===== src/rtl/core/ogr_pkg.sv =====
// ----------------------------------------------------------------------------
// ogr_pkg
// Shared sizes, codes and request types of the occupancy grid ray update.
// ----------------------------------------------------------------------------
package ogr_pkg;

  localparam int GRID_WIDTH  = 1024;
  localparam int GRID_HEIGHT = 1024;

  localparam int XW    = $clog2(GRID_WIDTH);
  localparam int YW    = $clog2(GRID_HEIGHT);
  localparam int CW    = (XW > YW) ? XW : YW;
  localparam int DEPTH = GRID_WIDTH * GRID_HEIGHT;
  localparam int AW    = $clog2(DEPTH);

  localparam int SCORE_W = 7;
  localparam int COUNT_W = 12;
  localparam int STEP_W  = 4;

  localparam logic [SCORE_W-1:0] UNKNOWN_LEVEL = 7'd50;

  typedef enum logic {
    CMD_RAY  = 1'b0,
    CMD_READ = 1'b1
  } ogr_cmd_e;

  typedef enum logic [1:0] {
    STATUS_RAY_DONE = 2'd0,
    STATUS_RAY_SKIP = 2'd1,
    STATUS_READ_OK  = 2'd2,
    STATUS_READ_OFF = 2'd3
  } ogr_status_e;

  typedef struct packed {
    ogr_cmd_e           command;
    logic signed [15:0] robot_x;
    logic signed [15:0] robot_y;
    logic signed [15:0] target_x;
    logic signed [15:0] target_y;
  } ogr_in_req_t;

  typedef struct packed {
    ogr_status_e        status;
    logic [SCORE_W-1:0] cell_score;
    logic               unknown_flag;
    logic [COUNT_W-1:0] free_cells_updated;
  } ogr_out_req_t;

  typedef struct packed {
    logic          valid;
    logic          last;
    logic [XW-1:0] x;
    logic [YW-1:0] y;
  } ogr_point_t;

endpackage


===== src/rtl/core/ogr_line_walker.sv =====
// ----------------------------------------------------------------------------
// ogr_line_walker
// Bresenham point generator: a difference phase and a setup phase, then one grid point per cycle.
// ----------------------------------------------------------------------------
module ogr_line_walker (
  input  logic                  clk_i,
  input  logic                  rst_ni,
  input  logic                  start_i,
  input  logic [ogr_pkg::XW-1:0] robot_x_i,
  input  logic [ogr_pkg::YW-1:0] robot_y_i,
  input  logic [ogr_pkg::XW-1:0] target_x_i,
  input  logic [ogr_pkg::YW-1:0] target_y_i,
  output ogr_pkg::ogr_point_t   point_o
);
  import ogr_pkg::*;

  localparam int DW = CW + 1;
  localparam int EW = CW + 3;

  localparam logic [1:0] PH_IDLE  = 2'd0;
  localparam logic [1:0] PH_DIFF  = 2'd1;
  localparam logic [1:0] PH_SETUP = 2'd2;
  localparam logic [1:0] PH_WALK  = 2'd3;

  logic [1:0] phase_q, phase_d;

  logic [CW-1:0] rx_q, ry_q, tx_q, ty_q;
  logic signed [DW-1:0] dx_q, dy_q;
  logic [CW-1:0] a_q, a_d, b_q, b_d, a_end_q, a_end_d;
  logic [CW-1:0] dmain_q, dmain_d, dminor_q, dminor_d;
  logic signed [EW-1:0] err_q, err_d;
  logic steep_q, steep_d, step_up_q, step_up_d;

  logic [CW-1:0] adx, ady;
  logic steep, main_neg, minor_neg, minor_zero;
  logic [CW-1:0] r_main, r_minor, t_main, t_minor;
  logic signed [EW-1:0] err_n;
  logic minor_step, last;

  always_comb begin
    adx = dx_q[DW-1] ? CW'(-dx_q) : CW'(dx_q);
    ady = dy_q[DW-1] ? CW'(-dy_q) : CW'(dy_q);
    steep      = ady > adx;
    main_neg   = steep ? dy_q[DW-1] : dx_q[DW-1];
    minor_neg  = steep ? dx_q[DW-1] : dy_q[DW-1];
    minor_zero = steep ? (dx_q == '0) : (dy_q == '0);
    r_main  = steep ? ry_q : rx_q;
    r_minor = steep ? rx_q : ry_q;
    t_main  = steep ? ty_q : tx_q;
    t_minor = steep ? tx_q : ty_q;

    err_n      = err_q + $signed(EW'(dminor_q));
    minor_step = (err_n <<< 1) >= $signed(EW'(dmain_q));
    last       = a_q == a_end_q;

    phase_d   = phase_q;
    a_d       = a_q;
    b_d       = b_q;
    a_end_d   = a_end_q;
    dmain_d   = dmain_q;
    dminor_d  = dminor_q;
    err_d     = err_q;
    steep_d   = steep_q;
    step_up_d = step_up_q;

    unique case (phase_q)
      PH_IDLE: begin
        if (start_i) begin
          phase_d = PH_DIFF;
        end
      end
      PH_DIFF: begin
        phase_d = PH_SETUP;
      end
      PH_SETUP: begin
        steep_d   = steep;
        dmain_d   = steep ? ady : adx;
        dminor_d  = steep ? adx : ady;
        a_d       = main_neg ? t_main : r_main;
        b_d       = main_neg ? t_minor : r_minor;
        a_end_d   = main_neg ? r_main : t_main;
        step_up_d = main_neg ? minor_neg : (!minor_neg && !minor_zero);
        err_d     = '0;
        phase_d   = PH_WALK;
      end
      PH_WALK: begin
        a_d = a_q + CW'(1);
        if (minor_step) begin
          b_d   = step_up_q ? (b_q + CW'(1)) : (b_q - CW'(1));
          err_d = err_n - $signed(EW'(dmain_q));
        end else begin
          err_d = err_n;
        end
        if (last) begin
          phase_d = PH_IDLE;
        end
      end
      default: begin
        phase_d = PH_IDLE;
      end
    endcase
  end

  always_ff @(posedge clk_i or negedge rst_ni) begin
    if (!rst_ni) begin
      phase_q <= PH_IDLE;
    end else begin
      phase_q <= phase_d;
    end
  end

  always_ff @(posedge clk_i) begin
    if (start_i && phase_q == PH_IDLE) begin
      rx_q <= CW'(robot_x_i);
      ry_q <= CW'(robot_y_i);
      tx_q <= CW'(target_x_i);
      ty_q <= CW'(target_y_i);
    end
    if (phase_q == PH_DIFF) begin
      dx_q <= $signed({1'b0, tx_q}) - $signed({1'b0, rx_q});
      dy_q <= $signed({1'b0, ty_q}) - $signed({1'b0, ry_q});
    end
    a_q       <= a_d;
    b_q       <= b_d;
    a_end_q   <= a_end_d;
    dmain_q   <= dmain_d;
    dminor_q  <= dminor_d;
    err_q     <= err_d;
    steep_q   <= steep_d;
    step_up_q <= step_up_d;
  end

  assign point_o.valid = phase_q == PH_WALK;
  assign point_o.last  = last;
  assign point_o.x     = XW'(steep_q ? b_q : a_q);
  assign point_o.y     = YW'(steep_q ? a_q : b_q);

endmodule


===== config.mk =====
export PLATFORM = sky130hd
export DESIGN_NAME = ogr_line_walker
export DESIGN_NICKNAME = d
export VERILOG_FILES = /design/src/rtl/core/ogr_pkg.sv /design/src/rtl/core/ogr_line_walker.sv
export SDC_FILE = /design/constraint.sdc
export NUM_CORES = 1
export LEC_CHECK = 0
export ABC_AREA = 1
export BUFFER_PORTS_ARGS = -buffer_cell sky130_fd_sc_hd__buf_2
export CAP_MARGIN = 20
export CORE_AREA = 2 2 155 157
export CTS_CLUSTER_DIAMETER = 200
export DETAILED_ROUTE_END_ITERATION = 10
export DIE_AREA = 0 0 157 159
export PLACE_DENSITY = 0.59
export SYNTH_ARGS = -nofsm -noshare
export SYNTH_HDL_FRONTEND = slang
export SYNTH_SLANG_ARGS = --single-unit

===== constraint.sdc =====
create_clock -name clk_i -period 3.6 [get_ports clk_i]
set_input_delay 0.72 -clock clk_i [delete_from_list [all_inputs] [get_ports clk_i]]
set_output_delay 0.72 -clock clk_i [all_outputs]
set_load 0.05 [all_outputs]

==> flow_summary.json <==
{
  "pre_cts_ws_ns": -0.0544,
  "dpl_cell_area_um2": 9890,
  "relSlewSlack": 0.300,
  "synth_area_leaders": "edfxtp_1 41%, nand2_1 12%, ha_1 10%",
  "synth_top_area_frac": 0.412,
  "synth_top_family_by_area": "simple AND/OR/NAND/NOR gates",
  "fill_cells": 2248,
  "drtIter0Drc": 511,
  "nNetsFinal": 1309,
  "powerDensity_nw_per_um2": 317,
  "max_stage_delay_ns": 0.45,
  "p_leak_uw": 0.00484,
  "vias_per_cell": 4.94,
  "ioPinCount": 65,
  "required_ns": 3.77,
  "crit_path_max_fanout": 70,
  "gp_congestion": 0.924,
  "hp-class": "primary input to async pin",
  "synthAdderAreaFrac": 0.113,
  "status": "finished clean",
  "worstPathArrival_ns": 3.59,
  "grt.total_usage": 0.189,
  "ant_nets": 0,
  "clock_sinks": 128,
  "ff2ff_setup_slack_ns": 0.17,
  "critical-path-slowest-cell": "edfxtp_1",
  "ys_seq_elements": 128,
  "max_freq_mhz": 292,
  "cts_made_buffers": 17,
  "die-area_um2": 25000,
  "rows": 56,
  "diodes": 0,
  "die_y_um": 159,
  "period_needed_ns": 3.43,
  "fp.dieW_um": 157,
  "slew_violations": 0,
  "synth.cell_area_um2": 9180,
  "synth_top_area_cell": "edfxtp_1",
  "drt-total-wl_um": 22900,
  "first_pass_iters": 5,
  "antenna_found_initial": 0,
  "grt_max_degree": 71,
  "crit_path_frequent_cell": "nand2_1",
  "cts_buffer_depth": 2,
  "grt_remaining_overflow": 0,
  "fin_ws_ns": 0.175,
  "synthXorXnorAreaFrac": 0.0574,
  "p_total_uw": 3360,
  "synth_flop_cell": "edfxtp_1",
  "hold_violations": 0,
  "syn2layout_area_growth_pct": 15.5,
  "crit_type": "flip-flop to flip-flop",
  "port_buffers": 64,
  "async_flop_share": 0.0156,
  "synth.distinct_cells": 45,
  "clkLatencyLatePin_ns": 0.42,
  "cp-start-kind": "flip-flop",
  "end_kind": "flip-flop",
  "setup_viol": 0,
  "clk_pin_slew_ns": 0.06,
  "cts_tree": "done",
  "clock-root-buffer": "clkbuf_16",
  "grt_first_pass_wirelength_um": 36800,
  "grt_setup_unrepaired": "yes",
  "clock_skew_ns": 0.00967,
  "final_area_um2": 10600,
  "syn_nets": 1233,
  "synth_compound_area_frac": 0.129,
  "vias": 7503,
  "ys_seq_area_frac": 0.417,
  "htree_num_levels": 4,
  "synth-simple-area-share": 0.207,
  "tightestPinTransition_ns": 1.05,
  "final_layout_size_suffix_gt1_frac": 0.125,
  "postSynthCellCount": 1110,
  "synth.avg_cell_area_um2": 8.27,
  "drt-wirelength-per-cell_um": 15.1,
  "coreArea_um2": 23200,
  "cts_hold_buf": 0,
  "grt_pass1_vias": 7133,
  "synthMuxAreaShare": 0,
  "timing.critical_path.cells": "nor3_1 > nand3_1 > o31ai_1 > xor2_1 > ha_1 > nand2_1 > nor2_2 > o211ai_1 > nand4_1 > nand2_4 > buf_16 > o21ai_0 > nand2_1 > nand2_1 > nand2_1 > nand2_1",
  "start_util": 0.396,
  "synth_edf_count": 126,
  "fin_crit_sh": 0.951,
  "drc": 0,
  "yosysWarnings": 0,
  "drv_cap": 0,
  "peakVddDrop_mv": 0.293,
  "hpwl_um": 17800
}
stage by stage:
step / hold WS, ns / TNS (ns) / instances / util
final: 0.0757 / 0 / 1518 / 0.457
after global routing: 0.0701 / -0.0545 / 1518 / 0.457
after CTS: 0.0558 / 0 / 1512 / 0.452
after detailed placement: 0.507 / -0.541 / 1480 / 0.426
after global placement: 0.505 / -0.337 / 1480 / 0.426
after floorplan: 0.424 / 0 / 1110 / -
worst paths after layout:
path                               start  cells after the start         end
max in group asynchronous         rst_ni                      1  phase_q[1]
max reg2reg                      dy_q[3]                     16      b_q[1]
min                               rst_ni                      1  phase_q[0]
min reg2reg                   phase_q[0]                      2  phase_q[0]
min in group clk_i         target_y_i[8]                      1     ty_q[8]
max                              dy_q[3]                     16      b_q[1]
what timing repair did:
| item | 4_1_cts | 5_1_grt |
|---|---|---|
| pin swaps | 0 | 7 |
| setup buffers | 0 | 5 |
| resized for setup | 1 | 20 |
| endpoints found under the setup margin | 10 | 50 |
| gates cloned | 0 | 1 |
report_power, final:
part	internal [uW]	switching, uW
clock	1090	626
combinational	15.6	5.97
sequential	1620	0
cell usage after synthesis, types with 3 or more instances:
cell type	instances
nand2_1	295
inv_1	139
edfxtp_1	126
o21ai_0	93
ha_1	75
a21oi_1	70
nor2_1	70
nand3_1	53
xor2_1	36
xnor2_1	21
buf_2	15
nand4_1	12
nor3_1	10
o21ai_1	10
a21o_1	9
clkbuf_1	8
nand2_2	8
o21bai_1	7
a31oi_1	5
fa_1	5
a21oi_2	4
nor2_2	4
buf_1	3
o2111ai_1	3
o31ai_1	3
cell families (layout without fill, tap and decap cells):
logic type / count (synthesis) / in the layout
AND/OR/NAND/NOR: 460 / 460
flip-flops: 128 / 128
buffers and inverters: 170 / 258
AO/OA/AOI/OAI: 214 / 215
XOR/XNOR: 58 / 58
adder cells (fa/ha/maj): 80 / 80
final cells by class:
| cell class | instances | area, um^2 | share of cell area |
|---|---|---|---|
| flip-flops and latches | 128 | 3830 | 0.361 |
| inverters | 140 | 526 | 0.0496 |
| repair buffers | 86 | 522 | 0.0492 |
| multi-input cells | 813 | 4730 | 0.446 |
| well taps | 319 | 399 | 0.0376 |
| clock buffers | 23 | 488 | 0.0460 |
| clock inverters | 9 | 108 | 0.0101 |
cells in the final DEF (no fill, tap or decap), types with 17 or more instances in the layout:
cell type  Yosys  layout
a21oi_1       70      69
o21ai_0       93      86
ha_1          75      75
edfxtp_1     126     126
xnor2_1       21      21
nand3_1       53      53
nor2_1        70      69
clkbuf_16      0      17
nand2_1      295     295
inv_1        139     139
xor2_1        36      35
o21ai_1       10      17
buf_2         15      64
buf_4          1      19
worst max-delay path: cells and delay by family (launching register included):
family          cells  cell delay [ns]
xor+xnor            1             0.30
simple gates       10             1.30
fa+ha+maj           1             0.30
compound gates      3             0.54
buf+inv             1             0.25
flops               1             0.45
registers in the layout, indices dropped and copies added (netlist names):
name,flops
b_q,10
rx_q,10
dx_q,11
dminor_q,10
ry_q,10
step_up_q,1
ty_q,10
tx_q,10
err_q,12
dmain_q,10
phase_q,2
steep_q,1
a_end_q,10
dy_q,11
a_q,10
metal layers:
| layer | track usage | vias up | wire length (um) |
|---|---|---|---|
| met5 | 0 | - | 0 |
| met4 | 0.0701 | 0 | 591 |
| met3 | 0.0283 | 31 | 1250 |
| met2 | 0.280 | 227 | 9900 |
| met1 | 0.280 | 3371 | 11200 |
| li1 | - | 3874 | - |
No activity file was read; power rests on OpenSTA's default activity.
